[config.mk]
export PLATFORM = sky130hd
export DESIGN_NAME = keyboard_press_repeat_queue
export DESIGN_NICKNAME = d
export VERILOG_FILES = /design/src/design/kprq_pkg.sv /design/src/design/kprq_ram.sv /design/src/design/keyboard_press_repeat_queue.sv
export SDC_FILE = /design/constraint.sdc
export NUM_CORES = 1
export LEC_CHECK = 0
export CORE_MARGIN = 2
export CORE_UTILIZATION = 50
export CTS_BUF_LIST = sky130_fd_sc_hd__clkbuf_2
export DETAILED_ROUTE_END_ITERATION = 8
export DONT_BUFFER_PORTS = 1
export GPL_TIMING_DRIVEN = 1
export PLACE_DENSITY_LB_ADDON = 0.08
export SETUP_SLACK_MARGIN = 0.2
export SYNTH_ARGS = -nofsm -noshare
export SYNTH_HDL_FRONTEND = slang
export SYNTH_SLANG_ARGS = --single-unit
[constraint.sdc]
create_clock -name clk -period 21.2 [get_ports clk]
set_input_delay 4.24 -clock clk [delete_from_list [all_inputs] [get_ports clk]]
set_output_delay 4.24 -clock clk [all_outputs]
set_load 0.01 [all_outputs]
[src/design/kprq_pkg.sv]
package kprq_pkg;

    // Key bitmap geometry. The bitmap is scanned one digit per cycle, a digit being held while it has more new keys.
    localparam int WORD_BITS  = 64;
    localparam int KEY_BITS   = 4 * WORD_BITS;
    localparam int DIGIT_W    = 4;
    localparam int DIGITS     = KEY_BITS / DIGIT_W;
    localparam int DIG_CNT_W  = $clog2(DIGITS);
    localparam int DIG_IDX_W  = $clog2(DIGIT_W);
    localparam int HID_W      = DIG_CNT_W + DIG_IDX_W;

    localparam int CODE_W         = 8;
    localparam int RING_SLOTS_DEF = 8;

    typedef logic [CODE_W-1:0] code_t;
    typedef logic [1:0]        op_t;

    // Item operations.
    localparam op_t OP_FRAME = 2'd0;
    localparam op_t OP_READ  = 2'd1;
    localparam op_t OP_CLEAR = 2'd2;

    // Configuration register indexes and reset values.
    localparam int        CFG_IDX_W  = 2;
    localparam logic [CFG_IDX_W-1:0] REG_DELAY = 2'd0;
    localparam logic [CFG_IDX_W-1:0] REG_RATE  = 2'd1;
    localparam code_t     DELAY_RST  = 8'd20;
    localparam code_t     RATE_RST   = 8'd7;

    // HID usage code to PETSCII-style code. Unmapped keys give zero.
    function automatic code_t hid_to_code(input logic [HID_W-1:0] hid);
        code_t code;
        code = '0;
        if (hid >= 8'h04 && hid <= 8'h1D)
        begin
            code = 8'd61 + hid;
        end
        else if (hid >= 8'h1E && hid <= 8'h26)
        begin
            code = 8'd19 + hid;
        end
        else
        begin
            case (hid)
                8'h27:   code = 8'd48;
                8'h28:   code = 8'd13;
                8'h29:   code = 8'd3;
                8'h2B:   code = 8'd9;
                8'h2C:   code = 8'd32;
                8'h4F:   code = 8'h1D;
                8'h50:   code = 8'h9D;
                8'h51:   code = 8'h11;
                8'h52:   code = 8'h91;
                8'h3A:   code = 8'd133;
                8'h3B:   code = 8'd137;
                8'h3C:   code = 8'd134;
                8'h3D:   code = 8'd138;
                default: code = 8'h00;
            endcase
        end
        return code;
    endfunction

endpackage

[src/design/kprq_ram.sv]
module kprq_ram #(
    parameter int WIDTH = 8,
    parameter int DEPTH = 8
) (
    input  logic                     clk,
    input  logic                     we,
    input  logic [$clog2(DEPTH)-1:0] waddr,
    input  logic [WIDTH-1:0]         wdata,
    input  logic [$clog2(DEPTH)-1:0] raddr,
    output logic [WIDTH-1:0]         rdata
);

    logic [WIDTH-1:0] mem [DEPTH];

    always_ff @(posedge clk)
    begin
        if (we)
        begin
            mem[waddr] <= wdata;
        end
        rdata <= mem[raddr];
    end

endmodule

[src/design/keyboard_press_repeat_queue.sv]
// Keyboard press detector with typematic repeat and a small key-code queue.
// Input channel (in_valid/in_ready) carries one word per item: op selects a
// frame snapshot (a 256-bit HID key bitmap on key_bits_0..3), a read of the
// next queued code, or a clear of the queue and the held key. Every item
// yields exactly one result word on the output channel (out_valid/out_ready):
// the popped code for a read, zero for everything else or an empty queue.
// A frame walks the bitmap against the stored previous bitmap one 4-bit
// digit per cycle, all 64 digits, holding a digit while it has further new
// keys to take, then passes the repeat timer state and loads the output
// register. A read goes through a read state, since the queue RAM has a
// registered read port; a clear goes straight to the output register load.
// Only one item is in flight, so the digit scan sets the throughput.
// The result sits in an output register, so a stalled receiver does not stop
// the block from taking the next item; a finished item waits only if that
// register is still full. Reset empties the queue, clears the previous
// bitmap, the held key and the timer, and restores the repeat delay (20) and
// repeat rate (7). Configuration writes are taken at any time but are meant
// for when the block is idle.
module keyboard_press_repeat_queue #(
    parameter int RING_SLOTS = kprq_pkg::RING_SLOTS_DEF
) (
    input  logic                             clk,
    input  logic                             rst_n,
    input  logic                             in_valid,
    output logic                             in_ready,
    input  kprq_pkg::op_t                    op,
    input  logic [kprq_pkg::WORD_BITS-1:0]   key_bits_0,
    input  logic [kprq_pkg::WORD_BITS-1:0]   key_bits_1,
    input  logic [kprq_pkg::WORD_BITS-1:0]   key_bits_2,
    input  logic [kprq_pkg::WORD_BITS-1:0]   key_bits_3,
    output logic                             out_valid,
    input  logic                             out_ready,
    output kprq_pkg::code_t                  key_code,
    input  logic                             cfg_wr_en,
    input  logic [kprq_pkg::CFG_IDX_W-1:0]   cfg_index,
    input  logic [kprq_pkg::CODE_W-1:0]      cfg_data
);

    import kprq_pkg::*;

    localparam int PTR_W = $clog2(RING_SLOTS);
    localparam logic [PTR_W-1:0] PTR_LAST = PTR_W'(RING_SLOTS - 1);
    localparam logic [DIG_CNT_W-1:0] DIG_LAST = DIG_CNT_W'(DIGITS - 1);

    // Sequencer states.
    localparam logic [2:0] ST_IDLE = 3'd0;
    localparam logic [2:0] ST_SCAN = 3'd1;
    localparam logic [2:0] ST_TICK = 3'd2;
    localparam logic [2:0] ST_READ = 3'd3;
    localparam logic [2:0] ST_FIN  = 3'd4;

    logic [2:0]           state_reg, state_next;
    logic [KEY_BITS-1:0]  cur_reg, cur_next;
    logic [KEY_BITS-1:0]  prev_reg, prev_next;
    logic [DIG_CNT_W-1:0] dig_reg, dig_next;
    logic [DIGIT_W-1:0]   pend_reg, pend_next;
    logic                 pend_vld_reg, pend_vld_next;
    logic                 nokey_reg, nokey_next;
    logic [PTR_W-1:0]     head_reg, head_next;
    logic [PTR_W-1:0]     tail_reg, tail_next;
    code_t                held_reg, held_next;
    code_t                timer_reg, timer_next;
    code_t                delay_reg, delay_next;
    code_t                rate_reg, rate_next;
    code_t                res_reg, res_next;
    logic                 out_valid_reg, out_valid_next;
    code_t                key_code_reg, key_code_next;

    logic [DIGIT_W-1:0]   cur_dig;
    logic [DIGIT_W-1:0]   fresh;
    logic [DIGIT_W-1:0]   work;
    logic [DIGIT_W-1:0]   low_bit;
    logic [DIGIT_W-1:0]   remaining;
    logic [DIG_IDX_W-1:0] low_idx;
    code_t                scan_code;
    logic [PTR_W-1:0]     head_inc, tail_inc;
    logic                 push_req;
    code_t                push_code;
    logic                 push_ok;
    logic                 ram_we;
    logic [PTR_W-1:0]     ram_raddr;
    code_t                ram_rdata;
    logic                 accept;

    assign in_ready  = (state_reg == ST_IDLE);
    assign accept    = in_valid && in_ready;
    assign out_valid = out_valid_reg;
    assign key_code  = key_code_reg;

    assign head_inc = (head_reg == PTR_LAST) ? '0 : head_reg + 1'b1;
    assign tail_inc = (tail_reg == PTR_LAST) ? '0 : tail_reg + 1'b1;

    // The low digit of both shift registers lines up with bitmap digit dig_reg.
    // The first digit holds the no-key flag and the lock bits, never keys.
    assign cur_dig = cur_reg[DIGIT_W-1:0];
    assign fresh   = (dig_reg == '0) ? '0 : (cur_dig & ~prev_reg[DIGIT_W-1:0]);

    // New keys of one digit are taken lowest first, one per cycle.
    assign work      = pend_vld_reg ? pend_reg : fresh;
    assign low_bit   = work & (~work + 1'b1);
    assign remaining = work & ~low_bit;

    always_comb
    begin
        low_idx = '0;
        for (int i = DIGIT_W - 1; i >= 0; i--)
        begin
            if (work[i])
            begin
                low_idx = DIG_IDX_W'(i);
            end
        end
    end

    assign scan_code = hid_to_code({dig_reg, low_idx});

    // A push of a zero code, or into a full ring, is dropped.
    assign push_ok = push_req && (push_code != '0) && (tail_inc != head_reg);
    assign ram_we  = push_ok;

    always_comb
    begin
        state_next     = state_reg;
        cur_next       = cur_reg;
        prev_next      = prev_reg;
        dig_next       = dig_reg;
        pend_next      = pend_reg;
        pend_vld_next  = pend_vld_reg;
        nokey_next     = nokey_reg;
        head_next      = head_reg;
        tail_next      = tail_reg;
        held_next      = held_reg;
        timer_next     = timer_reg;
        delay_next     = delay_reg;
        rate_next      = rate_reg;
        res_next       = res_reg;
        out_valid_next = out_valid_reg;
        key_code_next  = key_code_reg;
        push_req       = 1'b0;
        push_code      = scan_code;
        ram_raddr      = head_reg;

        if (out_valid_reg && out_ready)
        begin
            out_valid_next = 1'b0;
        end

        case (state_reg)
            ST_IDLE:
            begin
                if (accept)
                begin
                    res_next = '0;
                    case (op)
                        OP_FRAME:
                        begin
                            cur_next      = {key_bits_3, key_bits_2, key_bits_1, key_bits_0};
                            nokey_next    = key_bits_0[0];
                            dig_next      = '0;
                            pend_vld_next = 1'b0;
                            state_next    = ST_SCAN;
                        end
                        OP_READ:
                        begin
                            // The RAM latches the head address at this edge.
                            if (head_reg != tail_reg)
                            begin
                                head_next  = head_inc;
                                state_next = ST_READ;
                            end
                            else
                            begin
                                state_next = ST_FIN;
                            end
                        end
                        OP_CLEAR:
                        begin
                            head_next  = '0;
                            tail_next  = '0;
                            held_next  = '0;
                            state_next = ST_FIN;
                        end
                        default:
                        begin
                            state_next = ST_FIN;
                        end
                    endcase
                end
            end
            ST_SCAN:
            begin
                if (work != '0)
                begin
                    push_req  = 1'b1;
                    push_code = scan_code;
                    if (scan_code != '0)
                    begin
                        held_next  = scan_code;
                        timer_next = delay_reg;
                    end
                end
                if (remaining == '0)
                begin
                    // The new bitmap shifts into the previous-bitmap register
                    // from the top, so after the last digit it sits in place.
                    cur_next      = cur_reg >> DIGIT_W;
                    prev_next     = {cur_dig, prev_reg[KEY_BITS-1:DIGIT_W]};
                    pend_vld_next = 1'b0;
                    dig_next      = dig_reg + 1'b1;
                    if (dig_reg == DIG_LAST)
                    begin
                        state_next = ST_TICK;
                    end
                end
                else
                begin
                    pend_next     = remaining;
                    pend_vld_next = 1'b1;
                end
            end
            ST_TICK:
            begin
                if (nokey_reg)
                begin
                    held_next = '0;
                end
                else if (held_reg != '0)
                begin
                    if (timer_reg != '0)
                    begin
                        timer_next = timer_reg - 1'b1;
                    end
                    else
                    begin
                        push_req   = 1'b1;
                        push_code  = held_reg;
                        timer_next = rate_reg;
                    end
                end
                state_next = ST_FIN;
            end
            ST_READ:
            begin
                res_next   = ram_rdata;
                state_next = ST_FIN;
            end
            ST_FIN:
            begin
                if (!out_valid_reg || out_ready)
                begin
                    out_valid_next = 1'b1;
                    key_code_next  = res_reg;
                    state_next     = ST_IDLE;
                end
            end
            default:
            begin
                state_next = ST_IDLE;
            end
        endcase

        if (push_ok)
        begin
            tail_next = tail_inc;
        end

        if (cfg_wr_en)
        begin
            case (cfg_index)
                REG_DELAY: delay_next = cfg_data;
                REG_RATE:  rate_next  = cfg_data;
                default:   ;
            endcase
        end
    end

    always_ff @(posedge clk or negedge rst_n)
    begin
        if (!rst_n)
        begin
            state_reg     <= ST_IDLE;
            prev_reg      <= '0;
            dig_reg       <= '0;
            pend_vld_reg  <= 1'b0;
            head_reg      <= '0;
            tail_reg      <= '0;
            held_reg      <= '0;
            timer_reg     <= '0;
            delay_reg     <= DELAY_RST;
            rate_reg      <= RATE_RST;
            out_valid_reg <= 1'b0;
        end
        else
        begin
            state_reg     <= state_next;
            prev_reg      <= prev_next;
            dig_reg       <= dig_next;
            pend_vld_reg  <= pend_vld_next;
            head_reg      <= head_next;
            tail_reg      <= tail_next;
            held_reg      <= held_next;
            timer_reg     <= timer_next;
            delay_reg     <= delay_next;
            rate_reg      <= rate_next;
            out_valid_reg <= out_valid_next;
        end
    end

    always_ff @(posedge clk)
    begin
        cur_reg      <= cur_next;
        pend_reg     <= pend_next;
        nokey_reg    <= nokey_next;
        res_reg      <= res_next;
        key_code_reg <= key_code_next;
    end

    kprq_ram #(
        .WIDTH (CODE_W),
        .DEPTH (RING_SLOTS)
    ) u_ring (
        .clk   (clk),
        .we    (ram_we),
        .waddr (tail_reg),
        .wdata (push_code),
        .raddr (ram_raddr),
        .rdata (ram_rdata)
    );

endmodule

==> results.yml <==
logic_synthesis:
  synth_edf_count: 340
  synth.area.top_cells: "edfxtp_1 38%, dfrtp_1 28%, mux2_2 12%, nand2_1 11%, clkbuf_1 1.4%"
  syn_area_um2: 27180
  synth-warning-count: 0
  yosysTopAreaCell: "edfxtp_1"
  ys.flop_type: "edfxtp_1"
  yosysMostFrequentCell: "nand2_1"
  synth_top_area_frac: 0.3756
  synth_area_per_cell_um2: 12.36
  syn-num-nets: 2488
  synthCells: 2200
  ys_seq_area_frac: 0.6624
  synth-async-reset-ratio: 0.4671
  synth_cell_types: 70
  ys_top_cells_by_count: "816 x nand2_1, 340 x edfxtp_1, 300 x dfrtp_1"
  synth_seq_cells: 653
flow_run:
  maxCapViolCount: 0
setup_path:
  cpPeakStageDelay_ns: 0.61
  r2r_cells: 18
  reg2reg_from: "dig_reg[0]$_DFFE_PN0P_"
  crit_start: "state_reg[2]$_DFFE_PN0P_"
  cp_slowest_cell: "dfrtp_1"
  worstSetupPathType: "flip-flop to output pin"
  rrSetupSlack_ns: 15.21
  r2r_end: "u_ring.mem[4][2]$_DFFE_PP_"
  crit_buf_inv: 0
  cp.required_ns: 16.96
  cp_top_family: "flip-flops"
  cp.arrival_ns: 2.47
  endpoint: "in_ready"
  setup.worst_path.start_class: "flip-flop"
  critPathCaptureType: "output pin"
  crit_chain: "nor3_1"
  path_max_fanout: 18
  crit_cells: 1
power_and_ir_drop:
  cellPowerDensity_nw_per_um2: 124.5
  p_leak_uw: 0.01339
  irDropWorstVdd_mv: 0.08268
global_routing:
  grtUsageMet1: 0.2387
  use_met3: 0.07339
  grt_pass1_vias: 16780
  use_met2: 0.3063
  grt_pass1_wl_um: 85910
  grt_max_degree: 306
  antenna_found_initial: 7
  grt_remaining_overflow: 0
  grt_use_total: 0.1948
  busiest_layer: "met2"
drt:
  vias: 16110
  detail-route-antenna-nets: 0
  drt_iter0_markers: 932
  drc_errors: 0
  routed_wl_um: 52690
  drt-pass1-iter-count: 5
  wl_per_cell_um: 16.96
  vias_per_cell: 5.185
sta:
  fin_setup_tns_ns: 0
  hold_slack_ns: 0.4287
  setup_violations: 0
  finClkSkew_ns: 0.1129
  worst_pin_slew_ns: 1.161
  period_share: 0.3167
  fin_crit_ns: 6.713
  hold_viol: 0
  max_freq_mhz: 149.0
  finalMaxSlewViolations: 0
  grt_setup_unrepaired: "false"
  slew_headroom: 0.2245
  layout_setup_ws_ns: 14.49
floorplan:
  start_util: 0.5052
  rows: 85
  die_y_um: 237.2
  die_area_um2: 56250
  io-pin-count: 283
  chipWidth_um: 237.2
  core_um2: 53810
clock_tree:
  root_buffer: "clkbuf_2"
  clkTransAtPathRegs_ns: 0.11
  insertion_delay_ns: 1.38
  numCtsBuffers: 168
  ctsResizeCount: 0
  cts_tree: "done"
  htreeDepth: 4
  cts_sinks: 653
  ctsHoldBuffers: 0
  cts_setup_buffers: 0
  clockBufferDepth: 3
final_layout:
  syn2layout_area_growth_pct: 7.926
  drive_above_1_share: 0.2518
  fin_nets: 2554
placed_design:
  place_congestion: 0.8014
  post-place-ws_ns: 14.05
  hpwlAfterDp_um: 33100
  io_buffers: 0
hold_path:
  hp-class: "flip-flop to flip-flop"
status:
  run_status: "finished, final reports clean"
==> kinds of logic after synthesis <==
group	count (synthesis)	synth area share
AO/OA/AOI/OAI	122	0.02978
XOR/XNOR	20	0.006444
flip-flops	653	0.6624
buffers and inverters	129	0.01901
adder cells (fa/ha/maj)	15	0.006904
AND/OR/NAND/NOR	958	0.1435
multiplexers	303	0.1319
==> where the power goes <==
group / internal [uW] / total [uW] / switching [uW]
Combinational: 340 / 939 / 599
Sequential: 1710 / 1840 / 129
Clock: 368 / 875 / 507
Total: 2420 / 3650 / 1240
==> layer usage <==
layer,vias to the layer above,share of wire
met5,-,0.00030
met2,441,0.48
met4,2,0.022
li1,7801,-
met3,92,0.085
met1,7769,0.42
==> through the flow <==
step	utilization	total power [uW]	std cells	cell area, um2
after floorplan	-	2649	2200	27180
after global placement	0.5150	2792	2792	27720
after detailed placement	0.5150	2819	2792	27720
after CTS	0.5447	3715	3095	29310
after global routing	0.5450	3921	3101	29330
final	0.5452	3653	3106	29340
==> worst min-delay path by stage <==
stage	from	end	slack (ns)	depth (start not counted)
5_1_grt	prev_reg[97]$_DFFE_PN0P_	prev_reg[93]$_DFFE_PN0P_	0.43	1
3_3_place_gp	res_reg[2]$_SDFFCE_PN0P_	key_code[2]$_DFFE_PP_	0.40	0
3_5_place_dp	res_reg[2]$_SDFFCE_PN0P_	key_code[2]$_DFFE_PP_	0.41	0
2_1_floorplan	res_reg[0]$_SDFFCE_PN0P_	key_code[0]$_DFFE_PP_	0.40	0
6_report	res_reg[2]$_SDFFCE_PN0P_	key_code[2]$_DFFE_PP_	0.43	0
4_1_cts	prev_reg[109]$_DFFE_PN0P_	prev_reg[105]$_DFFE_PN0P_	0.42	1
==> placed cells by master (no fill, tap or decap), types with 10 or more instances in the layout <==
| cell type | Yosys | layout |
|---|---|---|
| mux4_2 | 16 | 16 |
| ha_1 | 15 | 15 |
| nor2_1 | 46 | 45 |
| inv_1 | 12 | 12 |
| dfrtp_1 | 300 | 300 |
| nand2_1 | 816 | 814 |
| edfxtp_1 | 340 | 340 |
| nor3_1 | 14 | 14 |
| diode_2 | 0 | 11 |
| mux2_2 | 282 | 282 |
| clkinv_1 | 1 | 33 |
| xor2_1 | 12 | 12 |
| and2_1 | 15 | 14 |
| a21oi_1 | 32 | 32 |
| o21ai_0 | 31 | 31 |
| clkbuf_2 | 0 | 252 |
| nand2b_1 | 10 | 10 |
| buf_4 | 0 | 11 |
==> area by class of cell <==
cell class | instances | area, um2
diodes | 11 | 27.53
clock buffers | 252 | 1261
clock inverters | 51 | 335.3
fillers | 4772 | 24470
inverters | 13 | 48.80
multi-input cells | 1418 | 8685
flip-flops and latches | 653 | 18010
well taps | 696 | 870.8
repair buffers | 12 | 102.6
(Power assumes the default switching activity.)
